--- src/sv/rail_slot_range_allocator_macros.svh ---
// ----------------------------------------------------------------------------
// rail slot range allocator assertion macros
// shared concurrent assertion forms, clocked on clk and disabled in reset
// ----------------------------------------------------------------------------
`ifndef RAIL_SLOT_RANGE_ALLOCATOR_MACROS_SVH
`define RAIL_SLOT_RANGE_ALLOCATOR_MACROS_SVH

// same-cycle implication
`define RSRA_ASSERT_SAME(lbl, ante, cons) \
    lbl: assert property (@(posedge clk) disable iff (!rst_n) (ante) |-> (cons)) \
        else $error("rsra assertion failed");

// next-cycle implication
`define RSRA_ASSERT_NEXT(lbl, ante, cons) \
    lbl: assert property (@(posedge clk) disable iff (!rst_n) (ante) |=> (cons)) \
        else $error("rsra assertion failed");

`endif

--- src/sv/rsra_pkg.sv ---
`timescale 1ns / 1ps
// ----------------------------------------------------------------------------
// rsra_pkg
// types, codes and constants shared by the rail slot range allocator
// ----------------------------------------------------------------------------
package rsra_pkg;

    localparam int MAP_W      = 28;
    localparam int POS_W      = 5;
    localparam int WIDTH_W    = 3;
    localparam int KEY_W      = 10;
    localparam int SLOT_OUT_W = 3;
    localparam int STATUS_W   = 3;
    localparam int CFG_IDX_W  = 1;
    localparam int CFG_DATA_W = 3;

    localparam logic [WIDTH_W-1:0] MIN_WIDTH_RESET = 3'd3;
    localparam logic [WIDTH_W-1:0] MAX_WIDTH_RESET = 3'd5;

    // configuration register indexes
    localparam logic [CFG_IDX_W-1:0] CFG_MIN_WIDTH = 1'b0;
    localparam logic [CFG_IDX_W-1:0] CFG_MAX_WIDTH = 1'b1;

    // request codes
    localparam logic REQ_PLACE  = 1'b0;
    localparam logic REQ_REMOVE = 1'b1;

    typedef enum logic [STATUS_W-1:0] {
        ST_OK        = 3'd0,
        ST_BAD_WIDTH = 3'd1,
        ST_NOT_FREE  = 3'd2,
        ST_FULL      = 3'd3,
        ST_NOT_FOUND = 3'd4
    } status_e;

    typedef enum logic [1:0] {
        S_IDLE,
        S_CHECK,
        S_SCAN
    } state_e;

    typedef struct packed {
        logic               req_type;
        logic [POS_W-1:0]   rail_position;
        logic [WIDTH_W-1:0] unit_width;
        logic [KEY_W-1:0]   type_key;
    } req_t;

    typedef struct packed {
        logic [STATUS_W-1:0]   status;
        logic [SLOT_OUT_W-1:0] slot_index;
        logic [MAP_W-1:0]      occupancy_map;
    } result_t;

    typedef struct packed {
        logic [WIDTH_W-1:0] width;
        logic [POS_W-1:0]   position;
        logic [KEY_W-1:0]   key;
    } slot_entry_t;

    // controller to datapath
    typedef struct packed {
        logic    load;
        logic    scan_clear;
        logic    scan_en;
        logic    commit;
        logic    finish;
        status_e status;
    } cmd_t;

    // datapath to controller
    typedef struct packed {
        logic is_remove;
        logic bad_width;
        logic not_free;
        logic hit;
        logic exhausted;
    } stat_t;

    // run of w ones, w up to 7
    function automatic logic [6:0] width_ones(input logic [WIDTH_W-1:0] w);
        logic [7:0] full;
        full = (8'd1 << w) - 8'd1;
        return full[6:0];
    endfunction

endpackage

--- src/sv/rsra_ctrl.sv ---
`timescale 1ns / 1ps
// ----------------------------------------------------------------------------
// rsra_ctrl
// request sequencer: accept, check, slot scan, commit and finish
// ----------------------------------------------------------------------------
module rsra_ctrl (
    input  logic          clk,
    input  logic          rst_n,
    input  logic          start,
    output logic          busy,
    input  rsra_pkg::stat_t stat,
    output rsra_pkg::cmd_t  cmd
);
    import rsra_pkg::*;

    state_e state_reg;
    state_e state_next;

    always_ff @(posedge clk or negedge rst_n)
    begin
        if (!rst_n)
        begin
            state_reg <= S_IDLE;
        end
        else
        begin
            state_reg <= state_next;
        end
    end

    always_comb
    begin
        state_next = state_reg;
        cmd        = '0;
        cmd.status = ST_OK;
        busy       = 1'b1;
        unique case (state_reg)
            S_IDLE:
            begin
                busy = 1'b0;
                if (start)
                begin
                    cmd.load   = 1'b1;
                    state_next = S_CHECK;
                end
            end
            S_CHECK:
            begin
                cmd.scan_clear = 1'b1;
                priority if (!stat.is_remove && stat.bad_width)
                begin
                    cmd.finish = 1'b1;
                    cmd.status = ST_BAD_WIDTH;
                    state_next = S_IDLE;
                end
                else if (!stat.is_remove && stat.not_free)
                begin
                    cmd.finish = 1'b1;
                    cmd.status = ST_NOT_FREE;
                    state_next = S_IDLE;
                end
                else
                begin
                    state_next = S_SCAN;
                end
            end
            S_SCAN:
            begin
                cmd.scan_en = 1'b1;
                priority if (stat.hit)
                begin
                    cmd.commit = 1'b1;
                    cmd.finish = 1'b1;
                    cmd.status = ST_OK;
                    state_next = S_IDLE;
                end
                else if (stat.exhausted)
                begin
                    cmd.finish = 1'b1;
                    cmd.status = stat.is_remove ? ST_NOT_FOUND : ST_FULL;
                    state_next = S_IDLE;
                end
            end
            default:
            begin
                state_next = S_IDLE;
            end
        endcase
    end

endmodule

--- src/sv/rsra_datapath.sv ---
`timescale 1ns / 1ps
// ----------------------------------------------------------------------------
// rsra_datapath
// request register, occupancy map, slot table memory with valid bits,
// scan pointer and result register
// ----------------------------------------------------------------------------
`include "rail_slot_range_allocator_macros.svh"

module rsra_datapath #(
    parameter int TABLE_SLOTS = 8,
    parameter int RAIL_LENGTH = 28
) (
    input  logic                              clk,
    input  logic                              rst_n,
    input  rsra_pkg::req_t                    req,
    input  logic                              cfg_we,
    input  logic [rsra_pkg::CFG_IDX_W-1:0]    cfg_index,
    input  logic [rsra_pkg::CFG_DATA_W-1:0]   cfg_wdata,
    input  rsra_pkg::cmd_t                    cmd,
    output rsra_pkg::stat_t                   stat,
    output logic                              done,
    output rsra_pkg::result_t                 result
);
    import rsra_pkg::*;

    localparam int IDX_W = (TABLE_SLOTS > 1) ? $clog2(TABLE_SLOTS) : 1;
    localparam int CNT_W = $clog2(TABLE_SLOTS + 1);

    req_t                   req_reg;
    logic [WIDTH_W-1:0]     min_width_reg;
    logic [WIDTH_W-1:0]     max_width_reg;
    logic [RAIL_LENGTH-1:0] map_reg;
    logic [RAIL_LENGTH-1:0] map_next;
    logic [TABLE_SLOTS-1:0] valid_reg;
    logic [TABLE_SLOTS-1:0] valid_next;
    slot_entry_t            slot_mem [TABLE_SLOTS];

    logic [CNT_W-1:0]       cnt_reg;
    logic [IDX_W-1:0]       issue_idx;
    logic                   issue_live;
    logic                   rd_live_reg;
    logic [IDX_W-1:0]       rd_idx_reg;
    logic                   rd_last_reg;
    slot_entry_t            rd_entry_reg;

    logic [RAIL_LENGTH-1:0] place_run;
    logic [RAIL_LENGTH-1:0] free_run;
    logic [6:0]             range_end;
    logic                   done_reg;
    result_t                result_reg;

    assign issue_idx  = cnt_reg[IDX_W-1:0];
    assign issue_live = cmd.scan_en && (cnt_reg < CNT_W'(TABLE_SLOTS));

    // positions covered by the request and by the slot under compare
    assign place_run = RAIL_LENGTH'(width_ones(req_reg.unit_width)) << req_reg.rail_position;
    assign free_run  = RAIL_LENGTH'(width_ones(rd_entry_reg.width)) << rd_entry_reg.position;
    assign range_end = 7'(req_reg.rail_position) + 7'(req_reg.unit_width);

    always_comb
    begin
        stat.is_remove = (req_reg.req_type == REQ_REMOVE);
        stat.bad_width = (req_reg.unit_width == '0) ||
                         (req_reg.unit_width < min_width_reg) ||
                         (req_reg.unit_width > max_width_reg);
        stat.not_free  = (range_end > 7'(RAIL_LENGTH)) || (|(map_reg & place_run));
        if (stat.is_remove)
        begin
            stat.hit = rd_live_reg && valid_reg[rd_idx_reg] &&
                       (rd_entry_reg.key == req_reg.type_key) &&
                       (rd_entry_reg.position == req_reg.rail_position);
        end
        else
        begin
            stat.hit = rd_live_reg && !valid_reg[rd_idx_reg];
        end
        stat.exhausted = rd_live_reg && rd_last_reg && !stat.hit;
    end

    // map and valid bits after a commit
    always_comb
    begin
        map_next   = map_reg;
        valid_next = valid_reg;
        if (cmd.commit)
        begin
            if (stat.is_remove)
            begin
                map_next               = map_reg & ~free_run;
                valid_next[rd_idx_reg] = 1'b0;
            end
            else
            begin
                map_next               = map_reg | place_run;
                valid_next[rd_idx_reg] = 1'b1;
            end
        end
    end

    always_ff @(posedge clk or negedge rst_n)
    begin
        if (!rst_n)
        begin
            min_width_reg <= MIN_WIDTH_RESET;
            max_width_reg <= MAX_WIDTH_RESET;
            map_reg       <= '0;
            valid_reg     <= '0;
            cnt_reg       <= '0;
            rd_live_reg   <= 1'b0;
            done_reg      <= 1'b0;
        end
        else
        begin
            if (cfg_we)
            begin
                unique case (cfg_index)
                    CFG_MIN_WIDTH: min_width_reg <= cfg_wdata;
                    CFG_MAX_WIDTH: max_width_reg <= cfg_wdata;
                    default:       min_width_reg <= min_width_reg;
                endcase
            end
            map_reg   <= map_next;
            valid_reg <= valid_next;
            if (cmd.scan_clear)
            begin
                cnt_reg     <= '0;
                rd_live_reg <= 1'b0;
            end
            else
            begin
                rd_live_reg <= issue_live;
                if (issue_live)
                begin
                    cnt_reg <= cnt_reg + CNT_W'(1);
                end
            end
            done_reg <= cmd.finish;
        end
    end

    // payload registers and slot table
    always_ff @(posedge clk)
    begin
        if (cmd.load)
        begin
            req_reg <= req;
        end
        if (issue_live)
        begin
            rd_entry_reg <= slot_mem[issue_idx];
            rd_idx_reg   <= issue_idx;
            rd_last_reg  <= (issue_idx == IDX_W'(TABLE_SLOTS - 1));
        end
        if (cmd.commit && !stat.is_remove)
        begin
            slot_mem[rd_idx_reg] <= '{width:    req_reg.unit_width,
                                      position: req_reg.rail_position,
                                      key:      req_reg.type_key};
        end
        if (cmd.finish)
        begin
            result_reg.status        <= cmd.status;
            result_reg.slot_index    <= (cmd.status == ST_OK) ?
                                        SLOT_OUT_W'(rd_idx_reg) : '0;
            result_reg.occupancy_map <= MAP_W'(map_next);
        end
    end

    assign done   = done_reg;
    assign result = result_reg;

    `RSRA_ASSERT_NEXT(a_commit_then_done, cmd.commit, done_reg)
    `RSRA_ASSERT_NEXT(a_valid_only_on_commit, !cmd.commit, $stable(valid_reg))
    `RSRA_ASSERT_NEXT(a_place_adds_slot, cmd.commit && !stat.is_remove,
                      $countones(valid_reg) == $past($countones(valid_reg)) + 1)
    `RSRA_ASSERT_SAME(a_fail_slot_zero, done_reg && (result_reg.status != ST_OK),
                      result_reg.slot_index == '0)

endmodule

--- src/sv/rail_slot_range_allocator.sv ---
`timescale 1ns / 1ps
// ----------------------------------------------------------------------------
// rail_slot_range_allocator
// places and removes units on a rail of positions, keeping an occupancy
// bitmap and a table of placed units
// ----------------------------------------------------------------------------
// A request is taken at a rising edge with start high and busy low. Its
// result is shown on result for exactly one cycle, marked by done, and the
// receiver cannot hold it off, so it must be ready to take every result.
// A place that fails its width or range check ends with done high once the
// check state has run; a request that finds its slot s ends once slot s has
// been read and compared; a place into a full table or a remove with no
// match ends after every slot has been compared. busy drops as the result
// is registered, so the next request can be taken in the cycle in which
// done is high; a new request is not taken while one is in flight. The slot
// table is a memory with one registered read port, and one slot is read
// and compared per cycle. Configuration writes take effect at once and
// should only be made while busy is low and no result is pending.
// ----------------------------------------------------------------------------
module rail_slot_range_allocator #(
    parameter int TABLE_SLOTS = 8,
    parameter int RAIL_LENGTH = 28
) (
    input  logic                              clk,
    input  logic                              rst_n,
    // request channel
    input  logic                              start,
    output logic                              busy,
    input  rsra_pkg::req_t                    req,
    // result channel, one cycle strobe
    output logic                              done,
    output rsra_pkg::result_t                 result,
    // configuration write port
    input  logic                              cfg_we,
    input  logic [rsra_pkg::CFG_IDX_W-1:0]    cfg_index,
    input  logic [rsra_pkg::CFG_DATA_W-1:0]   cfg_wdata
);
    import rsra_pkg::*;

    // command and status between the sequencer and the datapath
    cmd_t  cmd;
    stat_t stat;

    // sequencer: idle, check width and range, scan slots
    rsra_ctrl u_ctrl (
        .clk   (clk),
        .rst_n (rst_n),
        .start (start),
        .busy  (busy),
        .stat  (stat),
        .cmd   (cmd)
    );

    // datapath: map, slot table, scan pointer, result register
    rsra_datapath #(
        .TABLE_SLOTS (TABLE_SLOTS),
        .RAIL_LENGTH (RAIL_LENGTH)
    ) u_datapath (
        .clk       (clk),
        .rst_n     (rst_n),
        .req       (req),
        .cfg_we    (cfg_we),
        .cfg_index (cfg_index),
        .cfg_wdata (cfg_wdata),
        .cmd       (cmd),
        .stat      (stat),
        .done      (done),
        .result    (result)
    );

endmodule
--- config.mk ---
export PLATFORM = sky130hd
export DESIGN_NAME = rail_slot_range_allocator
export DESIGN_NICKNAME = d
export VERILOG_FILES = /design/src/sv/rsra_pkg.sv /design/src/sv/rsra_ctrl.sv /design/src/sv/rsra_datapath.sv /design/src/sv/rail_slot_range_allocator.sv
export VERILOG_INCLUDE_DIRS = /design/src /design/src/sv
export SDC_FILE = /design/constraint.sdc
export NUM_CORES = 1
export LEC_CHECK = 0
export ABC_AREA = 1
export BUFFER_PORTS_ARGS = -buffer_cell sky130_fd_sc_hd__buf_4
export CORE_MARGIN = 4
export CORE_UTILIZATION = 29
export CTS_CLUSTER_DIAMETER = 120
export DETAILED_ROUTE_END_ITERATION = 12
export GPL_ROUTABILITY_DRIVEN = 0
export MAX_ROUTING_LAYER = met4
export PLACE_DENSITY = 0.45
export SYNTH_ARGS = -nofsm -noshare
export SYNTH_HDL_FRONTEND = slang
export SYNTH_SLANG_ARGS = --single-unit
--- constraint.sdc ---
create_clock -name clk -period 6.65 [get_ports clk]
set_clock_uncertainty 0.05 [all_clocks]
set_input_delay 0 -clock clk [delete_from_list [all_inputs] [get_ports clk]]
set_output_delay 0 -clock clk [all_outputs]
set_load 0.01 [all_outputs]
==> results.json <==
{
  "holdCritPathClass": "in2reg",
  "final-max-slew-violation-count": 0,
  "hold_viol_final": 0,
  "critical_path_arrival_ns": 4.64,
  "r2r_cells": 9,
  "crit_type": "reg2reg",
  "ctsLongestPathBuffers": 3,
  "switching_share": 0.3264,
  "grt_pass1_wl_mm": 51.72,
  "post_drt_wl_per_cell_um": 18.45,
  "clk_transition_reported_paths_ns": 0.06,
  "drt_iter0_drc": 752,
  "dpl.cell_count": 1725,
  "fmax_mhz": 222.7,
  "first_pass_iters": 5,
  "path_delay_family": "simple AND/OR/NAND/NOR gates",
  "p_int_mw": 3.360,
  "area_growth_pct": 19.34,
  "ys_seq_area_frac": 0.6468,
  "largest_reg_flops": 144,
  "min_to": "u_datapath.req_reg[2]",
  "comb_power_share": 0.225,
  "clockRootBuffer": "clkbuf_16",
  "vias": 8813,
  "worstPathCellList": "inv_1, nor2_1, nor4_1, nand4_1, nand2_2, nand3_4, inv_2, nand2_1, nor2_2",
  "grt_pass1_vias": 8488,
  "fin_crit_sh": 0.6753,
  "drive_above_1_share": 0.1228,
  "synth_top_area_share": 0.5431,
  "r2r_setup_slack_ns": 2.16,
  "async_reset_ff_frac": 0.1859,
  "synth_ff_type": "edfxtp_1",
  "avgSynthCellArea_sq_um": 10.31,
  "cpPeakStageDelay_ns": 1.05,
  "nets": 1300,
  "yosys_warnings": 0,
  "syn_nets": 1218,
  "p_per_area_mw_per_mm2": 345.2,
  "cts.htree.levels": 1,
  "power_frac_seq": 0.439,
  "grt.total_usage": 0.1516,
  "grt_overflow": 0,
  "synthCells": 1175,
  "power.net_switching_mw": 1.628,
  "path_max_fanout": 24,
  "r2r-end": "u_datapath.slot_mem[4][3]",
  "setup_tns_ns": 0,
  "relSlewSlack": 0.2108,
  "worstPathRequired_ns": 6.80,
  "min_from": "req[2]",
  "synthTopCellsByArea": "edfxtp_1 (54%), dfrtp_1 (9.5%), nor2_1 (6.2%)",
  "setup_viol": 0,
  "worst-path-buf-inv": 2,
  "numCtsBuffers": 30,
  "hpwlAfterDp_mm": 21.57,
  "worstMarginPinSlew_ns": 1.182,
  "die_h_um": 212.3,
  "grt_max_degree": 77,
  "cts_tree": "yes",
  "rows": 74,
  "io_buffers": 62,
  "cts_sinks": 269,
  "ys_ff_latch": 269,
  "cp-end-kind": "flop",
  "power_leakage_nw": 5.559,
  "final_cell_area_sq_mm": 0.01445,
  "start_util": 0.2952,
  "antenna_left": 0,
  "rsz0062_at_grt": "no",
  "synth_edf_count": 219,
  "drc": 0,
  "vdd_drop_max_v": 0.0002168,
  "die_area_sq_mm": 0.04509,
  "p_clk_frac": 0.336,
  "status": "completed",
  "coreArea_sq_mm": 0.04102,
  "holdPathStages": 2,
  "period_needed_ns": 4.491,
  "viasPerCell": 4.866,
  "synth_top_area_cell": "edfxtp_1",
  "clkLatencyLatePin_ns": 0.59,
  "postCtsSetupBuffers": 0,
  "regToRegStartpoint": "u_datapath.req_reg[16]",
  "start_kind": "flop",
  "wl_mm": 33.42,
  "synth.distinct_cells": 42,
  "die_w_um": 212.3,
  "antenna_found_initial": 0,
  "post_dp_cell_area_sq_mm": 0.01312,
  "stdcell_count": 1811,
  "slowest_stage": "nor2_2",
  "ios": 63,
  "antenna_cells": 0,
  "max-cap-violations": 0,
  "syn-cell-area_sq_mm": 0.01211
}
-- what timing repair did --
item / 4_1_cts / 5_1_grt
hold buffers: 32 / 0
gates resized for setup: 0 / 0
setup endpoints to repair: 0 / 0
hold endpoints to repair: 77 / 0
-- worst max path at each step --
stage / cells past startpoint / slack (ns) / start / endpoint
3_3_place_gp: 9 / 2.17 / u_datapath.req_reg[16] / u_datapath.slot_mem[7][6]
5_1_grt: 20 / 1.79 / u_datapath.req_reg[11] / u_datapath.result[24]
2_1_floorplan: 18 / 2.07 / u_datapath.req_reg[11] / u_datapath.result[0]
6_report: 9 / 2.16 / u_datapath.req_reg[16] / u_datapath.slot_mem[4][3]
4_1_cts: 9 / 2.07 / u_datapath.req_reg[16] / u_datapath.slot_mem[5][10]
3_5_place_dp: 9 / 2.10 / u_datapath.req_reg[16] / u_datapath.slot_mem[6][6]
-- cells in the final DEF (no fill, tap or decap), types with 22 or more instances in the layout --
cell type        n
o21ai_0        133
buf_4           73
dfrtp_1         45
clkbuf_16       30
nand4_1         23
inv_1           70
nand2_1        177
dlygate4sd3_1   31
edfxtp_1       219
nand3_1         88
nor2_1         191
o22ai_1         28
a31oi_1         22
-- synthesized netlist by cell type, drive strengths merged (6+ instances only) --
cell type / n
inv: 78
o22ai: 28
nor2: 203
a31oi: 22
o21ai: 148
edfxtp: 219
nand3: 89
clkbuf: 35
nand2: 180
buf: 20
nand4: 23
dfrtp: 46
nor3: 6
a21oi: 22
ha: 15
-- area by class of cell --
cell class,count,area (sq um)
Clock buffer,34,775.7
Clock inverter,20,217.7
Fill cell,4122,26570
Inverter,82,307.8
Multi-Input combinational cell,769,3765
Sequential cell,269,7834
Tap cell,532,665.6
Timing Repair Buffer,105,885.9
-- power by group through the flow --
stage / logic (mW) / registers, mW / clock network [mW]
finish: 1.12 / 2.19 / 1.68
global route: 1.27 / 2.21 / 1.80
CTS: 1.13 / 2.19 / 1.73
detailed placement: 1.11 / 2.22 / 0
global placement: 1.11 / 2.22 / 0
floorplan: 0.717 / 2.18 / 0
-- per-layer routing --
layer  part of all wire  up-vias  routed length [um]  GRT usage
met5                  0        -                   0          -
met4              0.019        0                 646    0.03398
met3              0.069       48                2297    0.02287
met2               0.42      252               14020     0.2132
met1               0.49     4236               16460     0.2313
li1                   -     4277                   -          -
-- cell families after synthesis --
kind of cell               Yosys count  synth area share
and+or+nand+nor                    512            0.1801
buffers and inverters              137           0.04505
AOI/OAI and AO/OA                  230            0.1027
DFF                                269            0.6468
adders and majority gates           16           0.01715
xor gates and xnor gates             9          0.006509
muxes                                2          0.001653
-- per-stage QoR --
stage	hold slack (ns)	setup slack [ns]	util	power [mW]
finish	0.07484	2.159	0.3523	4.988
global route	0.05057	1.790	0.3523	5.278
CTS	0.03801	2.074	0.3523	5.050
detailed placement	0.04353	2.105	0.3199	3.332
global placement	0.03763	2.168	0.3199	3.330
floorplan	-0.3456	2.067	-	2.894
Power figures use the tool's default switching activity.
